[src/hdl/pdt_pkg.sv]
// ----------------------------------------------------------------------------
// pdt_pkg
// Types, constants and a helper function shared by the duplicate table.
// ----------------------------------------------------------------------------
package pdt_pkg;

  localparam int TABLE_ENTRIES = 16;
  localparam int IDX_W = (TABLE_ENTRIES > 1) ? $clog2(TABLE_ENTRIES) : 1;

  localparam int ID_W   = 48;
  localparam int SEQ_W  = 32;
  localparam int TYPE_W = 8;
  localparam int TIME_W = 48;

  localparam logic [TIME_W-1:0] TTL_RESET = TIME_W'(30000);

  localparam logic [TYPE_W-1:0] TYPE_CODE_A = TYPE_W'(1);
  localparam logic [TYPE_W-1:0] TYPE_CODE_B = TYPE_W'(2);
  localparam logic [TYPE_W-1:0] TYPE_CODE_C = TYPE_W'(3);

  localparam logic [TYPE_W-1:0] TYPE_BIT_A     = TYPE_W'(1) << 0;
  localparam logic [TYPE_W-1:0] TYPE_BIT_B     = TYPE_W'(1) << 1;
  localparam logic [TYPE_W-1:0] TYPE_BIT_C     = TYPE_W'(1) << 2;
  localparam logic [TYPE_W-1:0] TYPE_BIT_OTHER = TYPE_W'(1) << 7;

  typedef logic [IDX_W-1:0] idx_t;

  typedef enum logic [1:0] {
    ST_IDLE,
    ST_WALK,
    ST_WRITE
  } state_t;

  typedef struct packed {
    logic [ID_W-1:0]   source_id;
    logic [SEQ_W-1:0]  seq_number;
    logic [TYPE_W-1:0] type_mask;
    logic [TIME_W-1:0] now_time;
  } item_t;

  typedef struct packed {
    logic walk;
    idx_t pos;
    logic insert;
    idx_t slot;
  } ctrl_t;

  typedef struct packed {
    logic              hit;
    logic              dup;
    logic              free_found;
    idx_t              vacant_idx;
    idx_t              min_idx;
    logic [TIME_W-1:0] min_time;
  } carry_t;

  localparam carry_t CARRY_INIT = '{
    hit:        1'b0,
    dup:        1'b0,
    free_found: 1'b0,
    vacant_idx: '0,
    min_idx:    '0,
    min_time:   '1
  };

  function automatic logic [TYPE_W-1:0] type_bit(input logic [TYPE_W-1:0] code);
    logic [TYPE_W-1:0] mask;
    case (code)
      TYPE_CODE_A: mask = TYPE_BIT_A;
      TYPE_CODE_B: mask = TYPE_BIT_B;
      TYPE_CODE_C: mask = TYPE_BIT_C;
      default:     mask = TYPE_BIT_OTHER;
    endcase
    return mask;
  endfunction

endpackage

[src/hdl/pdt_cell.sv]
// ----------------------------------------------------------------------------
// pdt_cell
// One table entry with its expiry, match, free-slot and oldest-entry logic.
// ----------------------------------------------------------------------------
module pdt_cell (
  input  logic                       clk,
  input  logic                       rst,
  input  pdt_pkg::idx_t              cell_idx,
  input  pdt_pkg::ctrl_t             ctrl,
  input  pdt_pkg::item_t             item,
  input  logic [pdt_pkg::TIME_W-1:0] ttl,
  input  pdt_pkg::carry_t            carry_in,
  output pdt_pkg::carry_t            carry_out
);
  import pdt_pkg::*;

  logic              valid;
  logic [ID_W-1:0]   source;
  logic [SEQ_W-1:0]  seq;
  logic [TIME_W-1:0] stamp;
  logic [TYPE_W-1:0] types;
  carry_t            carry_next;

  logic              active;
  logic              insert;
  logic [TIME_W-1:0] age;
  logic              expired;
  logic              live;
  logic              match;
  logic              seen;

  assign active  = ctrl.walk && (ctrl.pos == cell_idx);
  assign insert  = ctrl.insert && (ctrl.slot == cell_idx);
  assign age     = item.now_time - stamp;
  assign expired = valid && (item.now_time > stamp) && (age > ttl);
  assign live    = valid && !expired;
  assign match   = live && !carry_in.hit && (source == item.source_id) &&
                   (seq == item.seq_number);
  assign seen    = |(types & item.type_mask);

  always_comb begin
    carry_next = carry_in;
    if (match) begin
      carry_next.hit = 1'b1;
      carry_next.dup = seen;
    end
    if (!live && !carry_in.free_found) begin
      carry_next.free_found = 1'b1;
      carry_next.vacant_idx = cell_idx;
    end
    if (live && (stamp < carry_in.min_time)) begin
      carry_next.min_time = stamp;
      carry_next.min_idx  = cell_idx;
    end
  end

  always_ff @(posedge clk) begin
    if (rst) begin
      valid <= 1'b0;
    end else if (active && expired) begin
      valid <= 1'b0;
    end else if (insert) begin
      valid <= 1'b1;
    end
  end

  always_ff @(posedge clk) begin
    if (active) begin
      carry_out <= carry_next;
      if (match) begin
        stamp <= item.now_time;
        types <= types | item.type_mask;
      end
    end
    if (insert) begin
      source <= item.source_id;
      seq    <= item.seq_number;
      stamp  <= item.now_time;
      types  <= item.type_mask;
    end
  end

endmodule

[config.mk]
export PLATFORM = sky130hd
export DESIGN_NAME = pdt_cell
export DESIGN_NICKNAME = d
export VERILOG_FILES = /design/src/hdl/pdt_pkg.sv /design/src/hdl/pdt_cell.sv
export SDC_FILE = /design/constraint.sdc
export NUM_CORES = 1
export LEC_CHECK = 0
export ABC_CLOCK_PERIOD_IN_PS = 13300
export BUFFER_PORTS_ARGS = -buffer_cell sky130_fd_sc_hd__buf_4
export CAP_MARGIN = 0
export CORE_ASPECT_RATIO = 0.8
export CORE_MARGIN = 4
export CORE_UTILIZATION = 25
export CTS_BUF_LIST = sky130_fd_sc_hd__clkbuf_4
export CTS_CLUSTER_SIZE = 28
export DETAILED_ROUTE_END_ITERATION = 7
export MAX_ROUTING_LAYER = met4
export PLACE_DENSITY = 0.55
export SLEW_MARGIN = 30
export SYNTH_ARGS = -nofsm -noshare
export SYNTH_HDL_FRONTEND = slang
export SYNTH_SLANG_ARGS = --single-unit
[constraint.sdc]
create_clock -name clk -period 13.3 [get_ports clk]
set_clock_uncertainty 0.15 [all_clocks]
set_input_delay 0.665 -clock clk [delete_from_list [all_inputs] [get_ports clk]]
set_output_delay 0.665 -clock clk [all_outputs]
set_load 0.05 [all_outputs]
Word level (Yosys, flattened, before mapping)
Cells that the tools add are included.
- register bits: 196
- bits of input ports: 259
- output and inout port bits: 59
- word-level logic and storage cells: 50
- $add $sub $neg: 1
- magnitude comparators: 3
- eq/ne operators: 4
- mux-type cells: 9
- bitwise gates (word level): 2
- reduce and logical (&&, ||, !) cells: 20
- operators with widths (cell ; number):
    48-bit 2-to-1 mux ; 3
    48-bit greater-than comparator ; 2
    52-bit 2-to-1 mux ; 1
    48-bit equality test ; 1
    48-bit less-than comparator ; 1
    48-bit subtractor ; 1
    32-bit equality test ; 1
    8-bit 2-to-1 mux ; 3
    1-bit logical AND ; 11
    8-bit AND ; 1
    4-bit equality test ; 2
    8-bit bitwise OR ; 1
    8-bit OR reduction ; 1
    1-bit zero test ; 4
    4-bit 2-to-1 mux ; 1
    2-bit nonzero test ; 2
    2-bit AND reduction ; 1
    2-bit OR reduction ; 1
    1-bit 2-to-1 mux ; 1

Depth between registers and ports, before layout
Gate-level depths: netlist (run 1).
- depth in word-level cells: 11
- gate-level depth with buffers: 23
- gate-level depth less buffers: 21

Worst setup path after synthesis (run 1)
OpenSTA, ideal clock, no wires.
- path type: input to register
- start point: in cell_idx[2]
- end point: reg stamp[0], enable pin
- setup time: 0.412 ns
- arrival time: 8.122 ns
- required time: 12.738 ns
- path slack: 4.616 ns
- stages: 3
- path buffers: 0
- path through: xor2_1 -> nor4_1 -> a21o_1
- word-level cells in the longest chain between the ends: 4
- elaborated cells between the ends (all ways): 7
- classes of those cells: 2 x eq/ne; 5 x reduce/logical
- RTL lines (what ; line ; text):
    start, declared ; pdt_cell.sv:8 ; input pdt_pkg::idx_t cell_idx,
    4-bit equality test ; pdt_cell.sv:32 ; assign active = ctrl.walk && (ctrl.pos == cell_idx);
    1-bit logical AND ; pdt_cell.sv:32 ;
    net active ; pdt_cell.sv:24 ; logic active;
    2-bit nonzero test (no line) ; n/a ;
    2-bit AND reduction (no line) ; n/a ;
    end signal, assigned ; pdt_cell.sv:71 ; stamp <= item.now_time;
    end signal, assigned ; pdt_cell.sv:78 ; stamp <= item.now_time;
    end, declared ; pdt_cell.sv:20 ; logic [TIME_W-1:0] stamp;
The timed path passes the listed nets, and every way through them passes these cells.
A chain may end at the register's enable or synchronous reset.

==> results of run 1 <==
## power groups by stage
stage / registers [mW] / clock network [mW] / logic (mW)
floorplan: 0.731 / 0 / 0.208
global placement: 0.720 / 0 / 0.362
detailed placement: 0.721 / 0 / 0.367
CTS: 0.707 / 0.384 / 0.408
global route: 0.709 / 0.408 / 0.452
finish: 0.706 / 0.368 / 0.406
## cell usage after synthesis, types with 3 or more instances
cell       instances
inv_1            180
clkbuf_1          17
o21ai_0           45
a31oi_1            9
mux2i_1           48
o21bai_1          11
and3_1             5
nand3_1           27
nand2b_1           6
nor2_1            30
o211ai_1           8
a22o_1             3
a31o_2             3
xnor2_1           63
nor3_1            16
buf_4              4
ha_1             143
nor2b_1            7
o22ai_1            7
xor2_1            48
a2111oi_0          4
nand2_1           60
or4_1              3
edfxtp_1         195
a21oi_1           94
or2_2              5
a211oi_1           6
and2_1             8
a22oi_1            8
mux2_4             3
nor4_1            21
mux2_2             8
a21o_1            38
nand4_1           44
a221oi_1           9
or3_1              4
## metrics by stage
stage	power, mW	setup slack [ns]	std cells	area, um2	hold WS (ns)
floorplan	0.939	4.62	1231	13100	0.366
global placement	1.08	6.27	2210	16200	0.382
detailed placement	1.09	6.07	2210	16300	0.392
CTS	1.50	6.35	2393	18100	0.00114
global route	1.57	5.99	2399	18100	0.0211
finish	1.48	6.26	2400	18100	0.0933
## layer usage
metal	up-vias	share of wire, %	routed length (um)	track usage (%)
met5	-	0	0	-
li1	5451	-	-	-
met4	0	1.3	570	4.01
met3	39	4.8	2100	3.16
met1	5287	48	21300	21.3
met2	282	46	20200	24.9
## layout by cell type, fill, tap and decap left out, types with 4 or more instances in the layout
cell type	count
o22ai_1	7
mux2i_1	48
diode_2	7
clkbuf_4	17
nor4_1	19
dlygate4sd3_1	151
nor2_1	30
xor2_1	48
a221oi_1	9
or2_2	5
a22oi_1	8
and3_1	5
buf_4	321
mux2_2	8
or3_1	4
xnor2_1	63
a21o_1	37
nand2_1	60
edfxtp_1	195
nor2b_1	7
o211ai_1	8
a21oi_1	94
o21bai_1	11
and2_1	8
nor3_1	16
inv_6	4
a31oi_1	9
nand3_1	27
inv_1	179
ha_1	143
a2111oi_0	4
o21ai_0	45
a211oi_1	6
nand2b_1	6
nand4_1	44
## registers in the layout, summed over array words and instances, names as in the netlist
register / flops
carry_out: 59
seq: 32
source: 48
stamp: 48
types: 8
valid: 1
## final cells by class
type / count / area share [%]
tap: 684 / 4.73
timing repair buffer: 473 / 21.7
multi-input combinational: 828 / 35.5
clock inverter: 15 / 1.06
sequential: 196 / 32.5
inverter: 180 / 3.73
clock buffer: 17 / 0.705
antenna: 7 / 0.0968
## kinds of logic (layout without fill, tap and decap cells)
group	Yosys count	count (layout)	synth area share [%]
multiplexers	59	59	4.70
flip-flops	196	196	44.9
AO/OA/AOI/OAI	271	271	13.4
adder cells (fa/ha/maj)	144	144	13.8
other	0	7	0
XOR/XNOR	111	111	7.42
buffers and inverters	207	685	6.19
AND/OR/NAND/NOR	243	243	9.64
## path summary, 6_finish.rpt
path	slack, ns	start	depth (start not counted)	end
worst max-delay path	6.26	item[6]	20	carry_out[0]$_DFFE_PP_
worst max register to register	6.38	stamp[6]$_DFFE_PP_	19	carry_out[0]$_DFFE_PP_
worst min register to register	0.43	types[6]$_DFFE_PP_	1	types[6]$_DFFE_PP_
worst min-delay path	0.09	carry_in[34]	3	carry_out[34]$_DFFE_PP_
## worst max-delay path, delay by kind of cell
family / cells / cell delay, ns
mux: 1 / 0.41
fa+ha+maj: 2 / 0.59
compound gates: 8 / 2.47
simple gates: 6 / 1.76
buf+inv: 3 / 1.42
==> metrics.md, run 1 <==
| Metric | Value |
|---|---|
| Status | finished clean |
| Final GP Congestion | 0.861 |
| Synth cell types | 67 |
| Post-Syn Area per Cell | 10.6 um2 |
| CTS Buf Count | 17 |
| IO buf count | 317 |
| Hold_buf cts | 151 |
| Power Dens Cells | 81.8 nW/um2 |
| Clock Latency Late Sink | 0.76 ns |
| Setup Buffers After CTS | 0 |
| Clock Path Buffers | 2 |
| Startpoint types | primary input |
| Crit path cell chain | dlygate4sd3_1 > buf_4 > ha_1 > a21oi_1 > o21ai_0 > or2_2 > o21ai_0 > a2111oi_2 > o21ai_0 > nand2_1 > o311ai_0 > ha_1 > nand4_1 > nor4_1 > nand4b_1 > o211ai_1 > a221oi_4 > nor4_2 > buf_4 > mux2_2 |
| Core box area | 51400 um2 |
| P&R area growth vs syn | 38.2% |
| Total number of vias | 11100 |
| Routed vias/inst | 4.61 |
| Ports | 318 |
| GRT Residual Overflow | 0 |
| Slew Viols, Final | 0 |
| Clock period minus worst slack | 7.04 ns |
| Total Wirelength | 44100 um |
| First-pass GRT wire length | 66100 um |
| Number of synthesized flops with an enable pin | 195 |
| Setup crit end kind | flop |
| # clock sinks | 196 |
| Worst EP required | 13.65 ns |
| Leakage dissipation | 7.72 nW |
| Initial Util | 25.5% |
| Crit path top cell by count | o21ai_0 |
| Reg area | 5880 um2 |
| Clock tree from TritonCTS | yes |
| Final nets | 2099 |
| FP Rows | 74 |
| Cell internal pwr | 1.01 mW |
| Die Y | 213 um |
| Slowest CP cell | buf_4 |
| Post-route ant nets | 0 |
| CP Max Fanout | 52 |
| Yosys reg bits | 196 |
| VDD IR max | 0.0406 mV |
| FFs w/ async S/R, synth | 0% |
| Synthesized net count | 1634 |
| Most used DFF post-synth | edfxtp_1 |
| Critical path type | primary input to flop |
| Fin crit share | 53.0% |
| HPWL Detailed | 35600 um |
| Actual slew at the worst max-slew pin | 0.938 ns |
| H-tree levels | 4 |
| Initial antenna violation count | 4 |
| End-of-flow core utilization | 35.2% |
| Max-cap violations | 0 |
| Drt pass-1 iters | 5 |
| DRT iter0 DRCs | 589 |
| Largest net degree at the start of global routing | 82 |
| Switching Fraction | 31.5% |
| Reg power frac | 47.7% |
| GRT Total Usage | 15.9% |
| Drc violations | 0 |
| Critical path's largest stage delay | 0.75 ns |
| DR WL/cell | 18.4 um |
| Clk network pwr share | 24.8% |
| Top cells by area, synth | edfxtp_1 45%, ha_1 14%, inv_1 5.2% |
| RSZ-0062 raised after global routing | no |
| Fill cell count | 5138 |
| Final setup fails | 0 |
| PostCTS Resize Cnt | 0 |
| Die Wd | 264 um |
| Seq/Total Area, Yosys | 44.9% |
| Synthesized instance count | 1231 |
| Final Hold Viols | 0 |
| Fmax | 142 MHz |
| Multi-input combinational cell area | 6420 um2 |
| Slew headroom | 37.5% |
| Worst min path class | primary input to flop |
| Fraction of layout cells with a size suffix above 1 | 22.1% |
| Die area | 56100 um2 |
| Setup TNS | 0 ns |
| Logic gate share of total power | 27.4% |
| Clock-pin slew on the worst setup and hold paths | 0.18 ns |
| Most area-hungry cell type in the Yosys netlist | edfxtp_1 |
| Mapped cell area | 13100 um2 |
| Synth top area share | 44.7% |
| Net Sw Power | 0.467 mW |
| Worst path arrival time | 7.39 ns |
| Yosys warns | 0 |
| Vias in the first global route | 11400 |
| Clk Tree Root Cell | clkbuf_4 |
Power figures use the tool's default switching activity.
==> run 2, diff against run 1 <==
ABC_CLOCK_PERIOD_IN_PS = 5900   (was 13300)
PLACE_DENSITY = 0.57   (was 0.55)
clock period = 5.9 ns   (was 13.3 ns; I/O delays follow)
==> run 2 against run 1 <==
  * Via count increased by 2.8%
  * Highest routed layer unchanged
  * Critical path depth increased by 1
  * Cell count increased by 3.3%
==> metrics.md, run 2 (synthesis gave the netlist of run 1 again) <==
| Metric | Value |
|---|---|
| DRT iter0 DRCs | 583 |
| Power Dens Cells | 178 nW/um2 |
| Most frequent cells in the layout | 346 x buf_4, 204 x dlygate4sd3_1, 195 x edfxtp_1 |
| Critical Path Source | stamp[5]$_DFFE_PP_ |
| Setup TNS | 0 ns |
| Ports | 318 |
| Startpoint types | flop |
| Setup crit end kind | flop |
| Worst min path class | primary input to flop |
| VDD IR max | 0.146 mV |
| Largest Register | carry_out |
| Fill cell count | 5056 |
| Clock tree from TritonCTS | yes |
| Final GP Congestion | 0.849 |
| DR WL/cell | 18.4 um |
| Placed Area | 16500 um2 |
| Fmax | 178 MHz |
| Met2 WL post-DR | 21400 um |
| Slew Viols, Final | 0 |
| First-pass GRT wire length | 69100 um |
| Max reg flops | 59 |
| RR Endpoint | carry_out[0]$_DFFE_PP_ |
| Fin crit share | 95.0% |
| Die Y | 213 um |
| Final nets | 2181 |
| Total Power | 3.39 mW |
| Top Layer Used | met4 |
| Worst reg2reg path depth | 21 |
| Largest net degree at the start of global routing | 59 |
| Clk Tree Root Cell | clkbuf_4 |
| Status | finished clean |
| P&R area growth vs syn | 45.1% |
| H-tree levels | 4 |
| Vias in the first global route | 12000 |
| Total number of vias | 11400 |
| Final Hold Viols | 0 |
| Clock period minus worst slack | 5.61 ns |
| End-of-flow core utilization | 37.0% |
| Commonest non-fill, non-tap cell in the layout | buf_4 |
| Total Wirelength | 45600 um |
| Hold Slack | 0.0909 ns |
| Fin area | 19000 um2 |
| Flop2flop setup slack | 0.29 ns |
| Drt pass-1 iters | 5 |
| Worst path arrival time | 5.87 ns |
| GRT Residual Overflow | 0 |
| Final setup fails | 0 |
| Post-route ant nets | 0 |
| Reg2Reg Launch Point | stamp[5]$_DFFE_PP_ |
| Core box area | 51400 um2 |
| Initial Util | 25.5% |
| Clock Latency Late Sink | 0.67 ns |
| CP Max Fanout | 7 |
| Clock Path Buffers | 2 |
| Leakage dissipation | 8.12 nW |
| GRT Total Usage | 16.4% |
| Worst EP required | 6.16 ns |
| Met1 wire length | 21600 um |
| Max-cap violations | 0 |
| Metal3 WL | 2040 um |
| CTS Buf Count | 17 |
| Slew headroom | 38.3% |
| Routed vias/inst | 4.58 |
| Fraction of layout cells with a size suffix above 1 | 23.5% |
| Clock-pin slew on the worst setup and hold paths | 0.19 ns |
| FP Rows | 74 |
| IO buf count | 317 |
| Crit path to | carry_out[0]$_DFFE_PP_ |
| Die area | 56100 um2 |
| Initial antenna violation count | 4 |
| Actual slew at the worst max-slew pin | 0.916 ns |
| Die Wd | 264 um |
| # clock sinks | 196 |
| Drc violations | 0 |
| Biggest regs | carry_out (59), source (48), stamp (48) |
| HPWL Detailed | 36400 um |
| Critical path type | flop to flop |
[run 2: how the worst min path moves through the flow]
stage	startpoint	to	cells past startpoint
5_1_grt	ctrl[4]	types[5]$_DFFE_PP_	4
3_5_place_dp	item[59]	seq[3]$_DFFE_PP_	1
6_report	ctrl[4]	types[0]$_DFFE_PP_	4
3_3_place_gp	item[116]	source[28]$_DFFE_PP_	1
2_1_floorplan	rst	valid$_SDFFE_PP0P_	1
4_1_cts	ctrl[4]	types[0]$_DFFE_PP_	4
[run 2: area by class of cell]
class	count	area [um2]	share of cell area [%]
clock inverter	14	185	0.974
inverter	180	676	3.55
multi-input combinational	828	6520	34.3
tap	684	856	4.50
clock buffer	18	135	0.711
timing repair buffer	555	4750	25.0
sequential	196	5880	30.9
antenna	5	12.5	0.0658
[run 2: repair_timing]
action / CTS / global route
setup endpoints to repair: 104 / 114
hold buffers: 204 / 0
gates cloned: 0 / 1
gates resized for setup: 3 / 18
setup buffers: 0 / 6
endpoints found under the hold margin: 198 / 0
pin swaps: 0 / 5
[run 2: stage by stage]
stage / setup WS (ns) / cells
global route: -0.00903 / 2479
CTS: 0.0332 / 2468
floorplan: 0.161 / 1231
global placement: 0.102 / 2232
finish: 0.293 / 2480
detailed placement: -0.0305 / 2232
[run 2: critical path, stage by stage, from the launching register on]
cell and delay [ns]:
edfxtp_1 0.41, inv_1 0.07, ha_1 0.41, and3_1 0.21, a221oi_2 0.09, or3_4 0.41, a311o_1 0.37, and2_1 0.20
o31a_1 0.31, o21bai_1 0.18, xor2_1 0.23, ha_1 0.29, nand4_1 0.13, inv_1 0.08, a221oi_2 0.33, o31ai_2 0.14
a31oi_2 0.23, a221oi_4 0.14, nor4_4 0.32, buf_4 0.17, buf_12 0.14, mux2_2 0.33
[run 2: per-layer routing]
| metal | track usage, % | vias to the layer above |
|---|---|---|
| met5 | - | - |
| met4 | 3.17 | 0 |
| met3 | 3.18 | 36 |
| met2 | 26.5 | 270 |
| met1 | 21.6 | 5439 |
| li1 | - | 5619 |
[run 2: where the power goes]
part / switching [mW] / internal, mW
logic: 0.497 / 0.475
clock network: 0.545 / 0.279
registers: 0.0160 / 1.58
total: 1.06 / 2.33
==> run 3, diff against run 2 <==
PLACE_DENSITY = 0.43   (was 0.57)
==> run 3 against run 2 <==
  * Hold slack better by 0.039 ns
  * Cell count hardly changed
  * Fmax about the same
  * Sequential share of layout area hardly changed
  * Combinational power about the same
  * Power decreased by 2.9%
  * Utilization about the same
  * First-iteration DRC count increased by 2.9%
  * Via count shrank 1.5%
  * Wire length shrank 0.89%
  * Global-route usage down 0.18 points
==> metrics.md, run 3 (synthesis gave the netlist of run 1 again) <==
| Metric | Value |
|---|---|
| Slew headroom | 34.1% |
| Final GP Congestion | 0.883 |
| Max reg flops | 59 |
| IO buf count | 317 |
| Switching Fraction | 31.7% |
| Slowest CP cell | edfxtp_1 |
| Slew Viols, Final | 0 |
| Most frequent cells in the layout | 347 x buf_4, 203 x dlygate4sd3_1, 195 x edfxtp_1 |
| Worst path arrival time | 5.81 ns |
| Status | finished clean |
| Commonest non-fill, non-tap cell in the layout | buf_4 |
| Die Y | 213 um |
| Critical path's largest stage delay | 0.43 ns |
| Post-route ant nets | 0 |
| GRT Residual Overflow | 0 |
| Setup crit end kind | flop |
| VDD IR max | 0.0878 mV |
| Critical path type | flop to flop |
| H-tree levels | 4 |
| Crit path cell chain | ha_1 > inv_1 > fa_1 > a21o_1 > a221oi_2 > or3_4 > a311o_1 > and2_1 > o31a_1 > o21ai_2 > xor2_1 > ha_1 > nand2_1 > o21ai_0 > a221oi_2 > o31ai_1 > a31oi_1 > a221oi_4 > nor4_2 > a21o_2 > buf_12 |
| Worst EP required | 6.10 ns |
| Final nets | 2184 |
| Cell internal pwr | 2.25 mW |
| Die area | 56100 um2 |
| Drt pass-1 iters | 4 |
| Largest Register | carry_out |
| CTS Buf Count | 17 |
| First-pass GRT wire length | 68000 um |
| Logic gate share of total power | 29.5% |
| CP Buf/Inv Count | 2 |
| Clock tree from TritonCTS | yes |
| RSZ-0062 raised after global routing | no |
| Final setup fails | 0 |
| Setup TNS | 0 ns |
| Initial Util | 25.5% |
| Initial antenna violation count | 4 |
| Leakage dissipation | 8.11 nW |
| Fin crit share | 94.9% |
| GRT Total Usage | 16.2% |
| DR WL/cell | 18.2 um |
| Reg power frac | 48.4% |
| Max-cap violations | 0 |
| Fmax | 179 MHz |
| Vias in the first global route | 11700 |
| CP Max Fanout | 23 |
| Final Hold Viols | 0 |
| Clk Tree Root Cell | clkbuf_4 |
| Die Wd | 264 um |
| # clock sinks | 196 |
| Startpoint types | flop |
| Clock Latency Late Sink | 0.65 ns |
| Drc violations | 0 |
| Total Wirelength | 45200 um |
| Largest delay share family, worst path | compound AO/OA/AOI/OAI gates |
| Fraction of layout cells with a size suffix above 1 | 23.6% |
| Biggest regs | carry_out (59), source (48), stamp (48) |
| Largest net degree at the start of global routing | 57 |
| Power Dens Cells | 173 nW/um2 |
| Clock Path Buffers | 2 |
| HPWL Detailed | 36300 um |
| Ports | 318 |
| Actual slew at the worst max-slew pin | 0.979 ns |
| Clock period minus worst slack | 5.60 ns |
| Worst min path class | primary input to flop |
| DRT iter0 DRCs | 600 |
| Net Sw Power | 1.04 mW |
| Core box area | 51400 um2 |
| Clk network pwr share | 22.1% |
| FP Rows | 74 |
| Clock-pin slew on the worst setup and hold paths | 0.19 ns |
| End-of-flow core utilization | 37.0% |
| Total number of vias | 11200 |
| Routed vias/inst | 4.51 |
| P&R area growth vs syn | 45.0% |
-- run 3: cell types whose count changed in the layout (fill, tap and decap cells not counted), moves of 2 or more --
cell / change
clkinv_4: +2
buf_6: +2
clkinv_1: +2
a31oi_2: -2
bufinv_16: -2
clkinvlp_4: -2
-- run 3: worst paths after layout --
kind,startpoint,end,slack (ns),cells past startpoint
max,stamp[0]$_DFFE_PP_,stamp[41]$_DFFE_PP_,0.30,21
min,ctrl[5],carry_out[58]$_SDFFCE_PP1P_,0.13,3
max reg2reg,stamp[0]$_DFFE_PP_,stamp[41]$_DFFE_PP_,0.30,21
min reg2reg,types[0]$_DFFE_PP_,types[0]$_DFFE_PP_,0.43,1
-- run 3: timing repair --
item                       in CTS  in global routing
hold buffers                  203                  0
setup endpoints to repair     104                113
hold endpoints to repair      199                  0
setup buffers                   0                  4
pin swaps                       0                  7
cloned                          0                  1
gates resized for setup         3                 22
-- run 3: cell type report --
class,count,area (um2)
multi-input cells,828,6520
fillers,5161,32400
inverters,180,678
repair buffers,558,4790
flip-flops and latches,196,5880
well taps,684,856
clock inverters,13,119
clock buffers,19,143
diodes,4,10.0
-- run 3: worst min-delay path: stages --
cell and delay [ns]:
buf_4 0.08, xor2_1 0.25, nor4_4 0.13
-- run 3: power by group through the flow --
stage / clock network (mW) / registers, mW / logic [mW]
2_1_floorplan: 0 / 1.65 / 0.470
3_3_place_gp: 0 / 1.62 / 0.837
3_5_place_dp: 0 / 1.62 / 0.844
4_1_cts: 0.777 / 1.59 / 0.966
5_1_grt: 0.840 / 1.60 / 1.08
6_report: 0.726 / 1.59 / 0.972
-- run 3: routing by layer --
layer / vias to the layer above / routed length, um / global-route usage (%)
met5: - / 0 / -
met4: 0 / 447 / 2.93
met3: 25 / 1980 / 3.44
met2: 223 / 20500 / 25.2
met1: 5316 / 22300 / 22.1
li1: 5630 / - / -
-- run 3: through the flow --
stage               cells  setup WS, ns  hold WS [ns]  instance area (um2)  total power [mW]
floorplan            1231         0.161         0.224                13100              2.12
global placement     2238      -0.00498         0.330                16500              2.46
detailed placement   2238       -0.0410         0.336                16500              2.47
CTS                  2473        0.0280       0.00180                18800              3.33
global route         2482        0.0194        0.0216                19000              3.52
finish               2482         0.298         0.130                19000              3.29
